File: config.mk
export PLATFORM = sky130hd
export DESIGN_NAME = ascii_length_prefix_deframer
export DESIGN_NICKNAME = d
export VERILOG_FILES = /design/src/rtl/core/ald_pkg.sv /design/src/rtl/core/ald_core.sv /design/src/rtl/core/ascii_length_prefix_deframer.sv
export SDC_FILE = /design/constraint.sdc
export NUM_CORES = 1
export LEC_CHECK = 0
export ABC_CLOCK_PERIOD_IN_PS = 8420
export BUFFER_PORTS_ARGS = -buffer_cell sky130_fd_sc_hd__buf_2
export CORE_MARGIN = 3
export CORE_UTILIZATION = 51
export CTS_CLUSTER_SIZE = 8
export DETAILED_ROUTE_END_ITERATION = 16
export PLACE_DENSITY_LB_ADDON = 0.2
export SETUP_SLACK_MARGIN = 0.02
export SKIP_LAST_GASP = 1
export SLEW_MARGIN = 40
export SYNTH_ARGS = -nofsm -noshare
export SYNTH_HDL_FRONTEND = slang
export SYNTH_SLANG_ARGS = --single-unit
File: constraint.sdc
create_clock -name clk_i -period 8.42 [get_ports clk_i]
set_input_delay 1.263 -clock clk_i [delete_from_list [all_inputs] [get_ports clk_i]]
set_output_delay 1.263 -clock clk_i [all_outputs]
set_load 0.1 [all_outputs]
File: src/rtl/core/ald_pkg.sv
// shared types and constants for the ascii length-prefix deframer
`default_nettype none

package ald_pkg;

  // width of lengths, counts and the max_length register
  localparam int unsigned LenW = 14;

  // defaults for the top-level parameters
  localparam int unsigned HeaderDigitsDefault = 4;
  localparam int unsigned MaxPacketDefault    = 9999;

  // max_length after reset
  localparam logic [LenW-1:0] MaxLengthReset = LenW'(100);

  // digit accumulator saturation value
  localparam logic [LenW-1:0] ValueCap = {LenW{1'b1}};

  // ascii codes used by the header parser
  localparam logic [7:0] ChSpace = 8'h20;
  localparam logic [7:0] ChTab   = 8'h09;
  localparam logic [7:0] ChCr    = 8'h0D;
  localparam logic [7:0] ChPlus  = 8'h2B;
  localparam logic [7:0] ChMinus = 8'h2D;
  localparam logic [7:0] ChZero  = 8'h30;
  localparam logic [7:0] ChNine  = 8'h39;

  // header parse phase
  typedef enum logic [1:0] {
    PH_BLANK  = 2'd0,
    PH_DIGITS = 2'd1,
    PH_DONE   = 2'd2
  } ald_phase_e;

  // one result transaction
  typedef struct packed {
    logic [7:0] data_byte;
    logic       first_byte;
    logic       last_byte;
    logic       length_error;
  } ald_result_t;

endpackage

`default_nettype wire

File: src/rtl/core/ald_core.sv
// framing state and per-byte header parse and length check
`default_nettype none

module ald_core import ald_pkg::*; #(
  parameter int unsigned HEADER_DIGITS = HeaderDigitsDefault,
  parameter int unsigned MAX_PACKET    = MaxPacketDefault
) (
  input  wire logic            clk_i,
  input  wire logic            rst_ni,
  input  wire logic            step_i,
  input  wire logic [7:0]      byte_i,
  input  wire logic [LenW-1:0] max_length_i,
  output ald_result_t          result_o
);

  localparam logic [LenW-1:0] HdLen  = LenW'(HEADER_DIGITS);
  localparam logic [LenW-1:0] MaxPkt = LenW'(MAX_PACKET);

  logic [LenW-1:0] cnt_q, cnt_d;
  logic [LenW-1:0] pkt_len_q, pkt_len_d;
  logic [LenW-1:0] hv_q, hv_d;
  ald_phase_e      ph_q, ph_d;
  logic            neg_q, neg_d;

  logic            is_digit, is_blank, is_sign, acc_en;
  logic [3:0]      digit_val;
  logic [LenW+3:0] acc_sum;
  logic [LenW-1:0] acc_val, cnt_inc;
  logic            bad_len, first, last, err;

  // character classes
  assign is_digit  = (byte_i >= ChZero) && (byte_i <= ChNine);
  assign is_blank  = (byte_i == ChSpace) || ((byte_i >= ChTab) && (byte_i <= ChCr));
  assign is_sign   = (byte_i == ChPlus) || (byte_i == ChMinus);
  assign digit_val = 4'(byte_i - ChZero);

  // decimal accumulate with saturation, value * 10 as shift and add
  assign acc_sum = {hv_q, 3'b000} + {2'b00, hv_q, 1'b0} + {{LenW{1'b0}}, digit_val};
  assign acc_val = (acc_sum > {4'b0000, ValueCap}) ? ValueCap : acc_sum[LenW-1:0];

  assign cnt_inc = cnt_q + LenW'(1);

  // atoi-style parse of one header character
  always_comb begin
    ph_d   = ph_q;
    neg_d  = neg_q;
    acc_en = 1'b0;
    case (ph_q)
      PH_BLANK: begin
        if (is_blank) begin
          ph_d = PH_BLANK;
        end else if (is_sign) begin
          neg_d = (byte_i == ChMinus);
          ph_d  = PH_DIGITS;
        end else if (is_digit) begin
          ph_d   = PH_DIGITS;
          acc_en = 1'b1;
        end else begin
          ph_d = PH_DONE;
        end
      end
      PH_DIGITS: begin
        if (is_digit) begin
          acc_en = 1'b1;
        end else begin
          ph_d = PH_DONE;
        end
      end
      PH_DONE: ph_d = PH_DONE;
      default: ph_d = PH_DONE;
    endcase
  end

  assign hv_d = acc_en ? acc_val : hv_q;

  // length check on the last header byte; zero length is below the header size
  assign bad_len = neg_q && !(hv_d == '0) ? 1'b1 :
                   (hv_d < HdLen) || (hv_d > max_length_i) || (hv_d > MaxPkt);

  // framing decisions and next state
  always_comb begin
    first     = (cnt_q == '0);
    last      = 1'b0;
    err       = 1'b0;
    cnt_d     = cnt_inc;
    pkt_len_d = pkt_len_q;
    if (pkt_len_q == '0) begin
      if (cnt_inc >= HdLen) begin
        if (bad_len || neg_d) begin
          err = 1'b1;
        end else if (hv_d == cnt_inc) begin
          last = 1'b1;
        end else begin
          pkt_len_d = hv_d;
        end
      end
    end else if (cnt_inc >= pkt_len_q) begin
      last = 1'b1;
    end
  end

  assign result_o = '{data_byte: byte_i, first_byte: first, last_byte: last,
                      length_error: err};

  // state registers
  always_ff @(posedge clk_i or negedge rst_ni) begin
    if (!rst_ni) begin
      cnt_q     <= '0;
      pkt_len_q <= '0;
      hv_q      <= '0;
      ph_q      <= PH_BLANK;
      neg_q     <= 1'b0;
    end else if (step_i) begin
      if (last || err) begin
        cnt_q     <= '0;
        pkt_len_q <= '0;
        hv_q      <= '0;
        ph_q      <= PH_BLANK;
        neg_q     <= 1'b0;
      end else if (pkt_len_q == '0) begin
        cnt_q     <= cnt_d;
        pkt_len_q <= pkt_len_d;
        hv_q      <= hv_d;
        ph_q      <= ph_d;
        neg_q     <= neg_d;
      end else begin
        cnt_q <= cnt_d;
      end
    end
  end

endmodule

`default_nettype wire

File: src/rtl/core/ascii_length_prefix_deframer.sv
// top level of the ascii length-prefix deframer: input stage, result stage, config
`default_nettype none

// Splits a byte stream into packets whose first HEADER_DIGITS bytes hold the
// total length as ascii decimal (blanks, optional sign, digits). One byte is
// taken per cycle unless the output is back-pressured; a result is presented
// from the result register once its input has passed the input register, and
// the input stage stalls behind a held result. Zero bytes are consumed
// and produce no result. A length that is not positive, shorter than the
// header, above max_length or above MAX_PACKET is flagged on the last header
// byte with length_error, and the next byte starts a new header. max_length
// resets to 100 and should only be written while the block is idle.
module ascii_length_prefix_deframer import ald_pkg::*; #(
  parameter int unsigned HEADER_DIGITS = HeaderDigitsDefault,
  parameter int unsigned MAX_PACKET    = MaxPacketDefault
) (
  input  wire logic            clk_i,
  input  wire logic            rst_ni,
  input  wire logic            cfg_we_i,
  input  wire logic [LenW-1:0] cfg_wdata_i,
  input  wire logic            in_valid_i,
  output logic                 in_ready_o,
  input  wire logic [7:0]      rx_byte_i,
  output logic                 out_valid_o,
  input  wire logic            out_ready_i,
  output logic [7:0]           data_byte_o,
  output logic                 first_byte_o,
  output logic                 last_byte_o,
  output logic                 length_error_o
);

  logic [LenW-1:0] max_length_q;
  logic            in_valid_q;
  logic [7:0]      in_byte_q;
  logic            out_valid_q;
  ald_result_t     out_q, result;
  logic            out_free, step, in_done;

  // max_length register
  always_ff @(posedge clk_i or negedge rst_ni) begin
    if (!rst_ni) begin
      max_length_q <= MaxLengthReset;
    end else if (cfg_we_i) begin
      max_length_q <= cfg_wdata_i;
    end
  end

  // stage handshakes
  assign out_free   = !out_valid_q || out_ready_i;
  assign step       = in_valid_q && (in_byte_q != 8'h00) && out_free;
  assign in_done    = in_valid_q && ((in_byte_q == 8'h00) || out_free);
  assign in_ready_o = !in_valid_q || in_done;

  // input register
  always_ff @(posedge clk_i or negedge rst_ni) begin
    if (!rst_ni) begin
      in_valid_q <= 1'b0;
    end else if (in_valid_i && in_ready_o) begin
      in_valid_q <= 1'b1;
    end else if (in_done) begin
      in_valid_q <= 1'b0;
    end
  end

  always_ff @(posedge clk_i) begin
    if (in_valid_i && in_ready_o) begin
      in_byte_q <= rx_byte_i;
    end
  end

  ald_core #(
    .HEADER_DIGITS (HEADER_DIGITS),
    .MAX_PACKET    (MAX_PACKET)
  ) u_core (
    .clk_i        (clk_i),
    .rst_ni       (rst_ni),
    .step_i       (step),
    .byte_i       (in_byte_q),
    .max_length_i (max_length_q),
    .result_o     (result)
  );

  // result register
  always_ff @(posedge clk_i or negedge rst_ni) begin
    if (!rst_ni) begin
      out_valid_q <= 1'b0;
    end else if (step) begin
      out_valid_q <= 1'b1;
    end else if (out_ready_i) begin
      out_valid_q <= 1'b0;
    end
  end

  always_ff @(posedge clk_i) begin
    if (step) begin
      out_q <= result;
    end
  end

  assign out_valid_o    = out_valid_q;
  assign data_byte_o    = out_q.data_byte;
  assign first_byte_o   = out_q.first_byte;
  assign last_byte_o    = out_q.last_byte;
  assign length_error_o = out_q.length_error;

endmodule

`default_nettype wire

==> results.cfg, run 1 <==
[placed_design]
hpwl_um = 13200
pre_cts_ws_ns = 2.06
placed_cell_area_um2 = 6600
routabilityCongestion = 0.950
io_buffers = 39

[detailed_routing]
drt-initial-drc-count = 559
avgViaCountPerCell = 6.16
wl_um = 17500
drc = 0
routedWlPerCell_um = 19.2
ant_nets = 0
vias = 5622
dr.pass1.iters = 6

[final_layout]
area_growth_pct = 8.55
fin_area_um2 = 6910
nets = 825
diodes = 0
layout-drive-gt1-share_pct = 14.0
fillers = 1140

[floorplanning]
core_um2 = 12100
die_w_um = 118
core.rowCount = 40
fp.dieArea_um2 = 13900
initial_core_util_pct = 52.6
die_y_um = 118
io_pins = 40

[cts]
root_buffer = clkbuf_16
post_cts_buffers = 0
hold_buffers = 0
cts_buffers = 9
htree_levels = 3
cts.sinks = 80
cts-resized-gates = 0
clk_latency_ns = 0.35
tritoncts = yes
clk_pin_slew_ns = 0.06
clk_path_buf_depth = 2

[yosys]
synthArstFlopShare_pct = 76.3
synth_edf_count = 19
yosysUniqueCellTypes = 83
synth_nets = 810
synth_area_um2 = 6370
post-synth-top-count-cell = nand2_1
synth_top_area_share_pct = 22.8
synthTopCellsByArea = dfrtp_1 23%, ha_1 11%, edfxtp_1 9.0%
synth_area_per_cell_um2 = 8.78
synth_seq_cells = 80
yosys_warnings = 0
synth_ff_type = dfrtp_1
synthCells = 725
yosysTopAreaCell = dfrtp_1
seq_area_frac_synth_pct = 33.0
netlist_top_cells_count = 87 x nand2_1, 70 x inv_1, 58 x dfrtp_1

[sta]
setup_violations = 0
finalHoldViolations = 0
final.period_utilization_pct = 78.1
worst_slew_pin_slew_ns = 0.832
slew_violations = 0
worst_slack_ns = 1.84
skew_ns = 0.00614
setup_tns_ns = 0
period_needed_ns = 6.58
timing.hold.ws_ns = 0.465
grt_setup_unrepaired = no
max-slew-margin-rel_pct = 44.4
fmax_mhz = 152

[power_and_ir_drop]
p_clk_share_pct = 15.2
switching_power_w = 0.00146
p_leak_nw = 3.22
p_int_w = 0.00120
p_comb_share_pct = 62.1
power.density_nw_per_um2 = 384
p_sw_share_pct = 55.0
p_seq_share_pct = 22.7
vdd_drop_max_v = 0.000317

[setup_path]
endpoint_kind = flop
r2r_setup_slack_ns = 1.84
critPathMaxFanout = 46
start_kind = flop
reg2regPathDepth = 23
arrival_ns = 6.81
crit_type = flop to flop
r2r-end = u_core.cnt_q[0]$_DFFE_PN0P_
r2r_start = in_byte_q[3]$_DFFE_PP_
crit_required_ns = 8.66

[global_routing]
grt_pass1_wl_um = 28300
grt_pass1_vias = 5415
grt_usage_pct = 25.6
gr-usage-met2_pct = 41.9
grt_busiest_layer = met2
met3_usage_pct = 3.84
overflow = 0
grt_max_degree = 62
grt.met1_usage_pct = 33.9
antenna_found_initial = 0

[hold_path]
hold_path_class = flop to flop
min_to = data_byte_o[6]$_DFFE_PP_
hp-start = in_byte_q[6]$_DFFE_PP_
holdPathStages = 0

[run]
drv_cap = 0

[run_status]
outcome = completed
-- routing by layer --
layer | wire length (µm) | up-vias | share of wire [%]
met5 | 0 | - | 0
met3 | 1240 | 51 | 7.1
met2 | 8160 | 230 | 47
met4 | 580 | 0 | 3.3
li1 | - | 2664 | -
met1 | 7550 | 2677 | 43
-- flip-flops by register name, summed over array words and instances, names as in the netlist, 2 cells and up --
name	flops
u_core.cnt_q	14
data_byte_o	8
u_core.pkt_len_q	14
in_byte_q	8
u_core.ph_q	2
u_core.hv_q	14
max_length_q	14
-- worst max path at each step --
stage | startpoint | to | cells after the start
3_3_place_gp | in_byte_q[3]$_DFFE_PP_ | u_core.cnt_q[0]$_DFFE_PN0P_ | 23
3_5_place_dp | in_byte_q[3]$_DFFE_PP_ | u_core.cnt_q[0]$_DFFE_PN0P_ | 23
6_report | in_byte_q[3]$_DFFE_PP_ | u_core.cnt_q[0]$_DFFE_PN0P_ | 23
4_1_cts | in_byte_q[3]$_DFFE_PP_ | u_core.cnt_q[0]$_DFFE_PN0P_ | 23
2_1_floorplan | in_byte_q[3]$_DFFE_PP_ | u_core.hv_q[6]$_DFFE_PN0P_ | 25
5_1_grt | in_byte_q[3]$_DFFE_PP_ | u_core.hv_q[12]$_DFFE_PN0P_ | 22
-- power by group through the flow --
stage	combinational, W	sequential [W]	clock (W)
finish	0.00165	0.000602	0.000403
global route	0.00180	0.000611	0.000424
CTS	0.00163	0.000597	0.000412
detailed placement	0.00162	0.000604	0
global placement	0.00159	0.000602	0
floorplan	0.00131	0.000615	0
-- cell families after synthesis --
family | after synthesis | share of synthesized area [%]
AO/OA/AOI/OAI | 211 | 23.9
XOR/XNOR | 34 | 4.79
adder cells (fa/ha/maj) | 58 | 11.6
buffers and inverters | 111 | 7.41
multiplexers | 7 | 1.22
AND/OR/NAND/NOR | 224 | 18.1
flip-flops | 80 | 33.0
-- cell type report --
type                    instances  area [µm²]  area share [%]
clock inverters                 7        78.8            1.14
repair buffers                 42         221            3.20
flip-flops and latches         80        2100            30.4
clock buffers                   9         225            3.26
multi-input cells             534        3800            55.0
inverters                      73         274            3.96
well taps                     168         210            3.04
-- worst max-delay path, stage by stage, from the launching register on --
cell and delay (ns):
edfxtp_1 0.40, inv_1 0.19, fa_1 0.48, fa_1 0.52, nand2b_1 0.20, a211o_1 0.36
a211oi_1 0.27, a211oi_1 0.11, nor3_2 0.19, nand3_2 0.33, o22ai_1 0.50, inv_1 0.09
ha_1 0.30, nor2b_1 0.13, o21ai_0 0.16, o211ai_1 0.13, a21oi_1 0.27, a21oi_1 0.11
a211o_1 0.26, o211ai_1 0.09, nand4_1 0.24, mux2_4 0.69, nor2_2 0.12, mux2_2 0.29
-- per-stage QoR --
stage	cells	power, W	utilization (%)
after detailed placement	897	0.00222	54.5
final	913	0.00265	57.1
after global routing	913	0.00283	57.1
after CTS	913	0.00264	57.0
after global placement	897	0.00220	54.5
after floorplan	725	0.00192	-
-- layout by cell type (no fill, tap or decap), types with 3 or more instances in the layout --
master and n:
nand4_1 11, dfrtp_1 58, o21ai_2 3, dfstp_2 3, o21a_1 4, nor2_1 39, o31ai_2 9, o21ai_0 35
or3_1 5, o22ai_1 11, a22o_1 5, a211oi_1 7, and3_1 8, buf_2 39, edfxtp_1 19, inv_1 69
o2111ai_1 3, a21oi_1 29, inv_2 3, ha_1 56, xor2_1 12, a211o_1 4, o31ai_1 30, nor2b_1 4
a21o_1 11, xnor2_1 21, and2_1 4, a31oi_1 9, o21ai_1 7, nand2_1 86, nor3_1 15, nand3_1 16
clkbuf_16 9, nor4_1 8, o211ai_1 7, mux2i_1 4, a21boi_0 3, nand2b_1 6, o221ai_1 6
Power figures use the tool's default switching activity.
==> run 2: changes to the inputs <==
ABC_CLOCK_PERIOD_IN_PS = 6100   (was 8420)
clock period = 6.1 ns   (was 8.42 ns; I/O delays follow)
==> run 2 against run 1 <==
- via count is 2.9% higher
- setup slack got worse by 1.5 ns
- register-to-register slack worse by 1.5 ns
- routed wire length is 4.6% higher
- combinational power is 70% higher
- global-route usage rose by 1.0 points
- utilization rose by 3.1 points
- critical endpoint unchanged
- highest routed layer unchanged
==> results.cfg, run 2 (synthesis results as in run 1) <==
[run_status]
outcome = completed

[final_layout]
nets = 860
diodes = 0
fin_cells = 948
final_cell_mix = 86 x nand2_1, 67 x inv_1, 56 x ha_1, 55 x dfrtp_1, 39 x buf_2
final_common_cell = nand2_1
fillers = 1086
fin_area_um2 = 7290
area_growth_pct = 14.4
layout-drive-gt1-share_pct = 20.4

[global_routing]
grt_usage_pct = 26.6
grt_pass1_vias = 5689
overflow = 0
antenna_found_initial = 0
grt_max_degree = 62
grt_pass1_wl_um = 29700

[setup_path]
critPathMaxFanout = 8
cpMaxStageDelayCell = dfrtp_2
crit_type = flop to flop
cp.buffers_inverters = 4
cpMostUsedCell = ha_1
crit_family = compound AO/OA/AOI/OAI gates
start_kind = flop
arrival_ns = 6.07
cp_slowest_stage_delay_ns = 0.48
endpoint_kind = flop
crit_required_ns = 6.39

[floorplanning]
die_y_um = 118
initial_core_util_pct = 52.6
fp.dieArea_um2 = 13900
core_um2 = 12100
core.rowCount = 40
die_w_um = 118
io_pins = 40

[sta]
skew_ns = 0.00850
slew_violations = 0
finalHoldViolations = 0
grt_setup_unrepaired = no
worst_slew_pin_slew_ns = 0.825
setup_violations = 0
setup_tns_ns = 0
fmax_mhz = 173
max-slew-margin-rel_pct = 44.8
final.period_utilization_pct = 94.7
period_needed_ns = 5.78

[power_and_ir_drop]
vdd_drop_max_v = 0.000481
power_w = 0.00419
power.density_nw_per_um2 = 575
p_leak_nw = 3.41

[cts]
htree_levels = 3
clk_path_buf_depth = 2
tritoncts = yes
clk_latency_ns = 0.35
root_buffer = clkbuf_16
cts_buffers = 9
cts.sinks = 80
clk_pin_slew_ns = 0.07

[detailed_routing]
drt-initial-drc-count = 681
ant_nets = 0
avgViaCountPerCell = 6.10
dr.pass1.iters = 6
wl_um = 18300
routedWlPerCell_um = 19.3
vias = 5784
drc = 0

[placed_design]
placed_cell_area_um2 = 6820
placedCellCount = 923
routabilityCongestion = 0.957
hpwl_um = 13700
io_buffers = 39

[run]
drv_cap = 0

[hold_path]
hold_path_class = flop to flop
-- run 2: metal layers --
layer / routed length (µm) / share of wire, % / GRT usage, %
met2: 8570 / 47 / 42.7
met5: 0 / 0 / 0
met1: 7870 / 43 / 35.6
met3: 1280 / 7.0 / 4.08
met4: 615 / 3.4 / 11.9
-- run 2: what timing repair did --
action | CTS | global route
gates resized for setup | 0 | 22
setup endpoints to repair | 0 | 45
buffers inserted | 0 | 9
hold buffers | 0 | 0
-- run 2: final timing paths --
path / from / endpoint / slack (ns) / cells past startpoint
hold reg to reg: in_byte_q[6]$_DFFE_PP_ / data_byte_o[6]$_DFFE_PP_ / 0.48 / 0
setup / recovery: u_core.hv_q[1]$_DFFE_PN0P_ / u_core.cnt_q[0]$_DFFE_PN0P_ / 0.32 / 25
setup reg to reg: u_core.hv_q[1]$_DFFE_PN0P_ / u_core.cnt_q[0]$_DFFE_PN0P_ / 0.32 / 25
min in group asynchronous: rst_ni / u_core.cnt_q[10]$_DFFE_PN0P_ / 0.64 / 2
hold / removal: in_byte_q[6]$_DFFE_PP_ / data_byte_o[6]$_DFFE_PP_ / 0.48 / 0
max in group asynchronous: rst_ni / u_core.hv_q[2]$_DFFE_PN0P_ / 5.01 / 2
-- run 2: metrics by stage --
step / utilization [%] / hold slack (ns) / setup slack (ns)
CTS: 58.9 / 0.485 / 0.0838
global placement: 56.3 / 0.444 / 0.373
finish: 60.2 / 0.482 / 0.324
floorplan: - / 0.433 / 0.898
global route: 60.2 / 0.502 / 0.00714
detailed placement: 56.3 / 0.469 / 0.103
-- run 2: final cells by class --
cell class	count	area, µm²	area share [%]
sequential	80	2100	28.9
clock inverter	7	88.8	1.22
timing repair buffer	77	513	7.04
tap	168	210	2.88
inverter	73	274	3.76
multi-input combinational	534	3870	53.1
clock buffer	9	225	3.09
-- run 2: worst reg2reg max path: cells and delay by family (launching register included) --
family	cells	cell delay (ns)
DFF	1	0.48
buffers and inverters	4	0.51
muxes	2	0.59
and+or+nand+nor	7	1.32
AOI/OAI and AO/OA	8	1.61
adders and majority gates	4	1.19
-- run 2: power by group --
| part | switching, W | total, W | internal [W] | leakage (nW) |
|---|---|---|---|---|
| sequential | 0.000144 | 0.000812 | 0.000668 | 0.980 |
| combinational | 0.00173 | 0.00280 | 0.00107 | 2.28 |
| clock | 0.000248 | 0.000574 | 0.000326 | 0.150 |
| total | 0.00212 | 0.00419 | 0.00206 | 3.41 |
==> run 3: changes to the inputs <==
CORE_MARGIN = unset   (was 3)
==> run 3 against run 2 <==
- via count rose by 0.24%
- clock skew fell by 0.00080 ns
- critical endpoint is now u_core.cnt_q[2]$_DFFE_PN0P_
- fmax fell by 0.46%
- worst hold slack got worse by 0.015 ns
- cell count fell by 0.53%
==> results.cfg, run 3 (synthesis results as in run 1) <==
[run_status]
outcome = completed

[final_layout]
layout-drive-gt1-share_pct = 18.8
diodes = 0
final_cell_mix = 86 x nand2_1, 68 x inv_1, 56 x ha_1, 56 x dfrtp_1
final_common_cell = nand2_1
fin_cells = 943
nets = 855
area_growth_pct = 13.1

[placed_design]
placedCellCount = 923
pre_cts_ws_ns = 0.131
routabilityCongestion = 0.949
io_buffers = 39
hpwl_um = 13600

[setup_path]
start_kind = flop
r2r_start = u_core.hv_q[2]$_DFFE_PN0P_
arrival_ns = 6.03
endpoint_kind = flop
cpMostUsedCell = a21o_1
reg2regPathDepth = 26
r2r-end = u_core.cnt_q[2]$_DFFE_PN0P_
crit_required_ns = 6.33
cpMaxStageDelayCell = fa_1
crit_type = flop to flop
cp_slowest_stage_delay_ns = 0.48
r2r_setup_slack_ns = 0.30
critPathMaxFanout = 7

[sta]
max-slew-margin-rel_pct = 47.3
fmax_mhz = 172
setup_tns_ns = 0
skew_ns = 0.00771
slew_violations = 0
finalHoldViolations = 0
worst_slack_ns = 0.297
setup_violations = 0
final.period_utilization_pct = 95.1
grt_setup_unrepaired = no
period_needed_ns = 5.80
worst_slew_pin_slew_ns = 0.790

[floorplanning]
io_pins = 40
core_um2 = 12100
die_w_um = 114
core.rowCount = 40
initial_core_util_pct = 52.6
fp.dieArea_um2 = 12900
die_y_um = 114

[hold_path]
hold_path_class = flop to flop
min_to = data_byte_o[4]$_DFFE_PP_
holdPathStages = 0
hp-start = in_byte_q[4]$_DFFE_PP_

[global_routing]
grt_pass1_wl_um = 28200
overflow = 0
grt_max_degree = 62
antenna_found_initial = 0
grt_pass1_vias = 5544
grt_usage_pct = 28.7

[detailed_routing]
drc = 0
avgViaCountPerCell = 6.15
wl_um = 18200
vias = 5798
dr.pass1.iters = 5
ant_nets = 0
drt-initial-drc-count = 544
routedWlPerCell_um = 19.3

[cts]
tritoncts = yes
cts_buffers = 9
clk_pin_slew_ns = 0.06
clk_latency_ns = 0.34
htree_levels = 3
hold_buffers = 0
clk_path_buf_depth = 2
root_buffer = clkbuf_16
cts.sinks = 80

[power_and_ir_drop]
vdd_drop_max_v = 0.000455
power.density_nw_per_um2 = 582
p_leak_nw = 3.37

[run]
drv_cap = 0
==> run 3: worst max-delay path by stage <==
stage,from,endpoint,depth (start not counted)
floorplan,in_byte_q[3]$_DFFE_PP_,u_core.hv_q[6]$_DFFE_PN0P_,25
global placement,u_core.hv_q[2]$_DFFE_PN0P_,u_core.pkt_len_q[4]$_DFFE_PN0P_,25
detailed placement,in_byte_q[3]$_DFFE_PP_,u_core.hv_q[2]$_DFFE_PN0P_,23
CTS,in_byte_q[3]$_DFFE_PP_,u_core.pkt_len_q[4]$_DFFE_PN0P_,23
global route,u_core.hv_q[2]$_DFFE_PN0P_,u_core.cnt_q[8]$_DFFE_PN0P_,24
finish,u_core.hv_q[2]$_DFFE_PN0P_,u_core.cnt_q[2]$_DFFE_PN0P_,26
==> run 3: stage by stage <==
step	power [W]	util, %	hold WS (ns)	area (µm²)
global placement	0.00340	56.3	0.447	6820
floorplan	0.00266	-	0.433	6370
finish	0.00419	59.5	0.467	7200
CTS	0.00397	58.6	0.468	7100
global route	0.00441	59.5	0.479	7200
detailed placement	0.00343	56.3	0.453	6820
==> run 3: power by group <==
group          internal [W]  switching [W]  leakage, nW
logic               0.00105        0.00182         2.25
clock network      0.000280       0.000238        0.136
registers          0.000667       0.000134        0.982
total               0.00199        0.00220         3.37
==> run 3: area by class of cell <==
| cell class | count | area (µm²) |
|---|---|---|
| clock buffers | 9 | 225 |
| repair buffers | 71 | 464 |
| clock inverters | 7 | 53.8 |
| multi-input cells | 535 | 3870 |
| flip-flops and latches | 80 | 2100 |
| inverters | 73 | 274 |
| well taps | 168 | 210 |
| fillers | 1090 | 4910 |
==> run 3: timing repair <==
item / 4_1_cts / 5_1_grt
resized for setup: 0 / 16
setup buffers: 0 / 3
setup endpoints to repair: 0 / 44
endpoints found under the hold margin: 0 / 0
==> run 3: metal layers <==
layer | share of wire [%] | routed length [µm] | GRT usage, % | up-vias
met4 | 4.4 | 799 | 16.3 | 0
met1 | 42 | 7700 | 36.2 | 2739
met3 | 8.2 | 1500 | 6.11 | 62
met5 | 0 | 0 | 0 | -
li1 | - | - | - | 2749
met2 | 45 | 8210 | 45.7 | 248
==> run 3: worst max-delay path, delay by kind of cell (launching register included) <==
| kind | cells | cell delay, ns |
|---|---|---|
| AO/OA/AOI/OAI | 13 | 2.51 |
| adder cells (fa/ha/maj) | 3 | 1.16 |
| buffers and inverters | 3 | 0.42 |
| flip-flops | 1 | 0.44 |
| multiplexers | 1 | 0.35 |
| AND/OR/NAND/NOR | 6 | 0.79 |
